===== config.mk =====
export PLATFORM = sky130hd
export DESIGN_NAME = chg_ctrl
export DESIGN_NICKNAME = d
export VERILOG_FILES = /design/src/design/convex_hull_graham_scan_unit_assert.svh /design/src/design/chg_pkg.sv /design/src/design/chg_ctrl.sv
export SDC_FILE = /design/constraint.sdc
export NUM_CORES = 1
export LEC_CHECK = 0
export ABC_AREA = 0
export ABC_CLOCK_PERIOD_IN_PS = 3300
export BUFFER_PORTS_ARGS = -buffer_cell sky130_fd_sc_hd__buf_4
export CAP_MARGIN = 20
export CORE_MARGIN = 2
export CORE_UTILIZATION = 60
export DETAILED_ROUTE_END_ITERATION = 12
export GPL_ROUTABILITY_DRIVEN = 0
export GPL_TIMING_DRIVEN = 0
export MAX_ROUTING_LAYER = met4
export PLACE_DENSITY = 0.82
export RECOVER_POWER = 25
export SLEW_MARGIN = 40
export SYNTH_ARGS = -nofsm -noshare
export SYNTH_HDL_FRONTEND = slang
export SYNTH_SLANG_ARGS = --single-unit

===== constraint.sdc =====
create_clock -name clk -period 3.3 [get_ports clk]
set_clock_uncertainty 0.15 [all_clocks]
set_input_delay 0.66 -clock clk [delete_from_list [all_inputs] [get_ports clk]]
set_output_delay 0.66 -clock clk [all_outputs]
set_load 0.05 [all_outputs]

===== src/design/convex_hull_graham_scan_unit_assert.svh =====
// assertion macros for the convex hull unit
`ifndef CONVEX_HULL_GRAHAM_SCAN_UNIT_ASSERT_SVH
`define CONVEX_HULL_GRAHAM_SCAN_UNIT_ASSERT_SVH

// same-cycle implication, clocked on clk, off while in reset
`define CHG_ASSERT_IMP(lbl, ante, cons, msg) \
	lbl: assert property (@(posedge clk) disable iff (!arst_n) (ante) |-> (cons)) \
		else $error(msg);

// next-cycle implication
`define CHG_ASSERT_NXT(lbl, ante, cons, msg) \
	lbl: assert property (@(posedge clk) disable iff (!arst_n) (ante) |=> (cons)) \
		else $error(msg);

`endif


===== src/design/chg_pkg.sv =====
// package of the convex hull unit: constants, command and status types
`default_nettype none
package chg_pkg;

	localparam int MAX_POINTS_DEF = 64;
	localparam int COORD_BITS_DEF = 16;
	// sets up to this size are echoed as they came
	localparam int SMALL_SET = 3;

	typedef enum logic [4:0] {
		OP_NONE,
		OP_CLR,
		OP_CLR_I,
		OP_SM_RD,
		OP_SM_WR,
		OP_ANC_RD,
		OP_ANC_CMP,
		OP_FI_RD,
		OP_FI_WR,
		OP_SO_INIT,
		OP_SO_RDV,
		OP_SO_LDV,
		OP_SO_RDU,
		OP_SO_DIFF,
		OP_SO_SHIFT,
		OP_SO_PUT,
		OP_DD_RD,
		OP_DD_DIFF,
		OP_DD_ACT,
		OP_SC_INIT,
		OP_SC_RD,
		OP_SC_LDP,
		OP_SC_DIFF,
		OP_SC_POP,
		OP_SC_LDS,
		OP_SC_PUSH,
		OP_EM_RD,
		OP_EM_WR,
		OP_DONE
	} op_t;

	typedef enum logic [5:0] {
		S_IDLE,
		S_DECIDE,
		S_SM_RD,
		S_SM_WR,
		S_ANC_RD,
		S_ANC_CMP,
		S_FI_CLR,
		S_FI_RD,
		S_FI_WR,
		S_SO_INIT,
		S_SO_CHK,
		S_SO_RDV,
		S_SO_LDV,
		S_SO_J,
		S_SO_RDU,
		S_SO_DIFF,
		S_SO_MUL,
		S_SO_ACT,
		S_SO_PUT,
		S_DD_CLR,
		S_DD_CHK,
		S_DD_RD,
		S_DD_DIFF,
		S_DD_MUL,
		S_DD_ACT,
		S_SC_INIT,
		S_SC_CHK,
		S_SC_RD,
		S_SC_LDP,
		S_SC_TEST,
		S_SC_DIFF,
		S_SC_MUL,
		S_SC_ACT,
		S_SC_LDS,
		S_SC_PUSH,
		S_EM_CLR,
		S_EM_RD,
		S_EM_WR,
		S_DONE
	} state_t;

	typedef struct packed {
		op_t  op;
		logic in_ready;
	} ctl_t;

	typedef struct packed {
		logic in_acc;
		logic in_final;
		logic n_small;
		logic sm_last;
		logic em_last;
		logic i_last_n;
		logic i_ge_m;
		logic i_eq_kept;
		logic j_zero;
		logic depth_gt2;
		logic gt;
		logic zero;
		logic dgt;
		logic out_free;
	} stat_t;

endpackage
`default_nettype wire


===== src/design/chg_ctrl.sv =====
// controller: sequencer of load, anchor search, sort, filter, scan and emit
`default_nettype none
module chg_ctrl (
	input  wire logic      clk,
	input  wire logic      arst_n,
	input  chg_pkg::stat_t stat,
	output chg_pkg::ctl_t  ctl
);
	chg_pkg::state_t state_q, state_d;

	always_ff @(posedge clk or negedge arst_n) begin
		if (!arst_n)
			state_q <= chg_pkg::S_IDLE;
		else
			state_q <= state_d;
	end

	always_comb begin
		state_d      = state_q;
		ctl.op       = chg_pkg::OP_NONE;
		ctl.in_ready = 1'b0;
		case (state_q)
			chg_pkg::S_IDLE: begin
				ctl.in_ready = 1'b1;
				if (stat.in_acc && stat.in_final)
					state_d = chg_pkg::S_DECIDE;
			end
			chg_pkg::S_DECIDE: begin
				ctl.op  = chg_pkg::OP_CLR;
				state_d = stat.n_small ? chg_pkg::S_SM_RD : chg_pkg::S_ANC_RD;
			end
			chg_pkg::S_SM_RD: begin
				if (stat.out_free) begin
					ctl.op  = chg_pkg::OP_SM_RD;
					state_d = chg_pkg::S_SM_WR;
				end
			end
			chg_pkg::S_SM_WR: begin
				ctl.op  = chg_pkg::OP_SM_WR;
				state_d = stat.sm_last ? chg_pkg::S_DONE : chg_pkg::S_SM_RD;
			end
			chg_pkg::S_ANC_RD: begin
				ctl.op  = chg_pkg::OP_ANC_RD;
				state_d = chg_pkg::S_ANC_CMP;
			end
			chg_pkg::S_ANC_CMP: begin
				ctl.op  = chg_pkg::OP_ANC_CMP;
				state_d = stat.i_last_n ? chg_pkg::S_FI_CLR : chg_pkg::S_ANC_RD;
			end
			chg_pkg::S_FI_CLR: begin
				ctl.op  = chg_pkg::OP_CLR_I;
				state_d = chg_pkg::S_FI_RD;
			end
			chg_pkg::S_FI_RD: begin
				ctl.op  = chg_pkg::OP_FI_RD;
				state_d = chg_pkg::S_FI_WR;
			end
			chg_pkg::S_FI_WR: begin
				// copies of the anchor are left out here
				ctl.op  = chg_pkg::OP_FI_WR;
				state_d = stat.i_last_n ? chg_pkg::S_SO_INIT : chg_pkg::S_FI_RD;
			end
			chg_pkg::S_SO_INIT: begin
				ctl.op  = chg_pkg::OP_SO_INIT;
				state_d = chg_pkg::S_SO_CHK;
			end
			chg_pkg::S_SO_CHK: begin
				state_d = stat.i_ge_m ? chg_pkg::S_DD_CLR : chg_pkg::S_SO_RDV;
			end
			chg_pkg::S_SO_RDV: begin
				ctl.op  = chg_pkg::OP_SO_RDV;
				state_d = chg_pkg::S_SO_LDV;
			end
			chg_pkg::S_SO_LDV: begin
				ctl.op  = chg_pkg::OP_SO_LDV;
				state_d = chg_pkg::S_SO_J;
			end
			chg_pkg::S_SO_J: begin
				state_d = stat.j_zero ? chg_pkg::S_SO_PUT : chg_pkg::S_SO_RDU;
			end
			chg_pkg::S_SO_RDU: begin
				ctl.op  = chg_pkg::OP_SO_RDU;
				state_d = chg_pkg::S_SO_DIFF;
			end
			chg_pkg::S_SO_DIFF: begin
				ctl.op  = chg_pkg::OP_SO_DIFF;
				state_d = chg_pkg::S_SO_MUL;
			end
			chg_pkg::S_SO_MUL: begin
				state_d = chg_pkg::S_SO_ACT;
			end
			chg_pkg::S_SO_ACT: begin
				// counter-clockwise first, then farther first on one ray
				if (stat.gt || (stat.zero && stat.dgt)) begin
					ctl.op  = chg_pkg::OP_SO_SHIFT;
					state_d = chg_pkg::S_SO_J;
				end else begin
					state_d = chg_pkg::S_SO_PUT;
				end
			end
			chg_pkg::S_SO_PUT: begin
				ctl.op  = chg_pkg::OP_SO_PUT;
				state_d = chg_pkg::S_SO_CHK;
			end
			chg_pkg::S_DD_CLR: begin
				ctl.op  = chg_pkg::OP_CLR_I;
				state_d = chg_pkg::S_DD_CHK;
			end
			chg_pkg::S_DD_CHK: begin
				state_d = stat.i_ge_m ? chg_pkg::S_SC_INIT : chg_pkg::S_DD_RD;
			end
			chg_pkg::S_DD_RD: begin
				ctl.op  = chg_pkg::OP_DD_RD;
				state_d = chg_pkg::S_DD_DIFF;
			end
			chg_pkg::S_DD_DIFF: begin
				ctl.op  = chg_pkg::OP_DD_DIFF;
				state_d = chg_pkg::S_DD_MUL;
			end
			chg_pkg::S_DD_MUL: begin
				state_d = chg_pkg::S_DD_ACT;
			end
			chg_pkg::S_DD_ACT: begin
				ctl.op  = chg_pkg::OP_DD_ACT;
				state_d = chg_pkg::S_DD_CHK;
			end
			chg_pkg::S_SC_INIT: begin
				ctl.op  = chg_pkg::OP_SC_INIT;
				state_d = chg_pkg::S_SC_CHK;
			end
			chg_pkg::S_SC_CHK: begin
				state_d = stat.i_eq_kept ? chg_pkg::S_EM_CLR : chg_pkg::S_SC_RD;
			end
			chg_pkg::S_SC_RD: begin
				ctl.op  = chg_pkg::OP_SC_RD;
				state_d = chg_pkg::S_SC_LDP;
			end
			chg_pkg::S_SC_LDP: begin
				ctl.op  = chg_pkg::OP_SC_LDP;
				state_d = chg_pkg::S_SC_TEST;
			end
			chg_pkg::S_SC_TEST: begin
				state_d = stat.depth_gt2 ? chg_pkg::S_SC_DIFF : chg_pkg::S_SC_PUSH;
			end
			chg_pkg::S_SC_DIFF: begin
				ctl.op  = chg_pkg::OP_SC_DIFF;
				state_d = chg_pkg::S_SC_MUL;
			end
			chg_pkg::S_SC_MUL: begin
				state_d = chg_pkg::S_SC_ACT;
			end
			chg_pkg::S_SC_ACT: begin
				// strict right turn pops the top vertex
				if (stat.gt) begin
					ctl.op  = chg_pkg::OP_SC_POP;
					state_d = chg_pkg::S_SC_LDS;
				end else begin
					state_d = chg_pkg::S_SC_PUSH;
				end
			end
			chg_pkg::S_SC_LDS: begin
				ctl.op  = chg_pkg::OP_SC_LDS;
				state_d = chg_pkg::S_SC_TEST;
			end
			chg_pkg::S_SC_PUSH: begin
				ctl.op  = chg_pkg::OP_SC_PUSH;
				state_d = chg_pkg::S_SC_CHK;
			end
			chg_pkg::S_EM_CLR: begin
				ctl.op  = chg_pkg::OP_CLR_I;
				state_d = chg_pkg::S_EM_RD;
			end
			chg_pkg::S_EM_RD: begin
				if (stat.out_free) begin
					ctl.op  = chg_pkg::OP_EM_RD;
					state_d = chg_pkg::S_EM_WR;
				end
			end
			chg_pkg::S_EM_WR: begin
				ctl.op  = chg_pkg::OP_EM_WR;
				state_d = stat.em_last ? chg_pkg::S_DONE : chg_pkg::S_EM_RD;
			end
			chg_pkg::S_DONE: begin
				ctl.op  = chg_pkg::OP_DONE;
				state_d = chg_pkg::S_IDLE;
			end
			default: begin
				state_d = chg_pkg::S_IDLE;
			end
		endcase
	end

endmodule
`default_nettype wire


==> results_dict.tcl <==
set metrics [dict create \
    grtUsageMet3_pct 8.61 \
    first_pass_iters 5 \
    ys_seq_area_share_pct 10.1 \
    antenna_found_initial 0 \
    use_met2_pct 61.6 \
    cts.clk_slew.worst_paths_ps 50 \
    final_nets 248 \
    fmax_ghz 0.326 \
    criticalPathCategory "reg -> out" \
    cts_tree "done" \
    fin_crit_sh_pct 93.0 \
    intPower_mw 0.722 \
    regMostFlops "state_q" \
    startpoint_type "flip-flop" \
    die_area_sq_um 2900 \
    ys_warn_count 0 \
    grt_pass1_wl_um 8850 \
    timing.rr.start "state_q[1]" \
    drv_cap 0 \
    io_buffers 21 \
    hold-worst-slack_ps 115 \
    reg2reg_slack_ps 1150 \
    worst_ep_required_time_ps 2490 \
    ys.flop_type "dfrtp_1" \
    drive_above_1_share_pct 21.7 \
    seq_power_share_pct 7.9 \
    cp_max_fo 10 \
    finalSetupTns_ps 0 \
    initial_core_util_pct 61.8 \
    route.detailed.drc 0 \
    final_common_cell "buf_4" \
    multiInputGateArea_sq_um 1180 \
    busiest_layer "met2" \
    cts_resized 0 \
    swShare_pct 61.5 \
    grt_overflow 0 \
    final_cell_mix "26 x buf_4, 13 x nor2b_1, 13 x nand2b_1, 13 x nand2_1, 11 x nor2_1" \
    relSlewSlack_pct 44.6 \
    synthArstFlopShare_pct 100 \
    seq_area_sq_um 150 \
    power_frac_clock_pct 3.8 \
    p_leak_nw 0.673 \
    drv_slew 0 \
    wl_um 5720 \
    hold_viol_final 0 \
    reg_top3 "state_q: 6 flops" \
    grt_usage_pct 43.4 \
    n_antenna_cell 0 \
    pin_count 22 \
    drt-wirelength-per-cell_um 22.0 \
    stdcell_area_sq_um 1710 \
    area.growth.synth_to_final_pct 14.8 \
    cts-root-buf "clkbuf_4" \
    clk_path_buf_depth 2 \
    syn-cell-area_sq_um 1490 \
    routed_via_density 7.66 \
    power_frac_comb_pct 88.3 \
    crit_arrival_ps 2260 \
    synth_enable_flop_cells 0 \
    rsz0062_at_grt "false" \
    r2r.worst_path.cells 5 \
    gr-usage-met1_pct 54.9 \
    place_area_sq_um 1680 \
    timing.rr.end "state_q[0]" \
    grt_pass1_vias 1785 \
    synthCells 206 \
    clock-sinks 6 \
    fillCellCount 205 \
    syn-num-nets 222 \
    synth-seq-cells 6 \
    vias 1992 \
    place_hpwl_um 4150 \
    clk_latency_ps 260 \
    largest_register_ff_count 6 \
    status "complete, no violations" \
    core_sq_um 2410 \
    grt_max_degree 11 \
    p_per_area_nw_per_um2 1100 \
    cts_max_level 1 \
    period_needed_ps 3070 \
    worstMarginPinSlew_ps 829 \
    drt_iter0_markers 232 \
    ant_nets 0 \
    ctsHoldBuffers 0 \
    vdd_drop_max_mv 1.10 \
    critPathCaptureType "output port" \
    p_switching_mw 1.15 \
    synth_cell_types 63 \
    numCtsBuffers 3 \
    row_count 18 \
    dieWidth_um 53.8 \
    syn_avg_cell_area_sq_um 7.23 \
    dieHeight_um 53.8 \
    final-setup-viol-count 0 \
    hold_class "in -> async" \
    post_cts_buffers 0 \
]
worst max path at each step:
stage / from / to / slack (ps) / cells past startpoint
after floorplan: state_q[1] / ctl[4] / 470 / 4
after global placement: state_q[3] / ctl[1] / 610 / 6
after detailed placement: state_q[2] / ctl[1] / 530 / 6
after CTS: state_q[2] / ctl[1] / 240 / 6
after global routing: state_q[2] / ctl[4] / 170 / 8
final: state_q[1] / ctl[4] / 230 / 6
layer usage:
metal | vias up | routed length, um
met3 | 59 | 998
li1 | 848 | -
met2 | 230 | 2430
met1 | 855 | 1980
met4 | 0 | 320
met5 | - | 0
metrics by stage:
stage / std cells / setup WS [ps] / utilization (%) / total power [mW]
2_1_floorplan: 206 / 474 / - / 1.30
3_3_place_gp: 257 / 613 / 69.9 / 1.68
3_5_place_dp: 257 / 532 / 69.9 / 1.72
4_1_cts: 260 / 244 / 70.8 / 1.79
5_1_grt: 260 / 168 / 70.9 / 1.94
6_report: 260 / 230 / 70.9 / 1.87
power groups by stage:
stage          logic, mW  clock network, mW  registers (mW)
2_1_floorplan       1.17                  0           0.132
3_3_place_gp        1.54                  0           0.143
3_5_place_dp        1.57                  0           0.147
4_1_cts             1.57             0.0726           0.146
5_1_grt             1.72             0.0767           0.150
6_report            1.65             0.0717           0.148
synth_stat cells (all sizes together) (3+ instances only):
cell type	n	area (sq um)
a31oi	3	18.8
buf	19	129
inv	7	26.3
o211ai	5	37.5
o21ai	10	50.1
nand2b	13	81.3
nand2	13	48.8
a32oi	3	26.3
xnor2	3	26.3
or3b	3	26.3
nand3b	4	30.0
o2111ai	3	26.3
o22ai	4	25.0
nand3	6	30.0
and2	3	18.8
a22oi	6	50.1
a21oi	9	45.0
nand4	4	25.0
and3	5	31.3
a211oi	3	22.5
nor2b	13	81.3
nand4b	3	26.3
dfrtp	6	150
nor2	11	41.3
critical path, cell delays in order (launching register included):
cell and delay [ps]:
dfrtp_1 370, clkbuf_1 390, nor2b_1 460, nand3_1 160, and2_1 250, o211ai_1 140, buf_4 230
logic make-up after synthesis:
logic type / share of synthesized area, %
DFF: 10.1
and+or+nand+nor: 38.5
AOI/OAI and AO/OA: 36.1
xor gates and xnor gates: 2.94
buffers and inverters: 10.9
muxes: 1.43
cell type report:
cell class | count | area share [%]
Tap cell | 30 | 2.20
Timing Repair Buffer | 21 | 9.00
Sequential cell | 6 | 8.78
Clock buffer | 3 | 1.32
Buffer | 21 | 7.98
Multi-Input combinational cell | 172 | 69.2
Inverter | 7 | 1.54
Power figures use the tool's default switching activity.
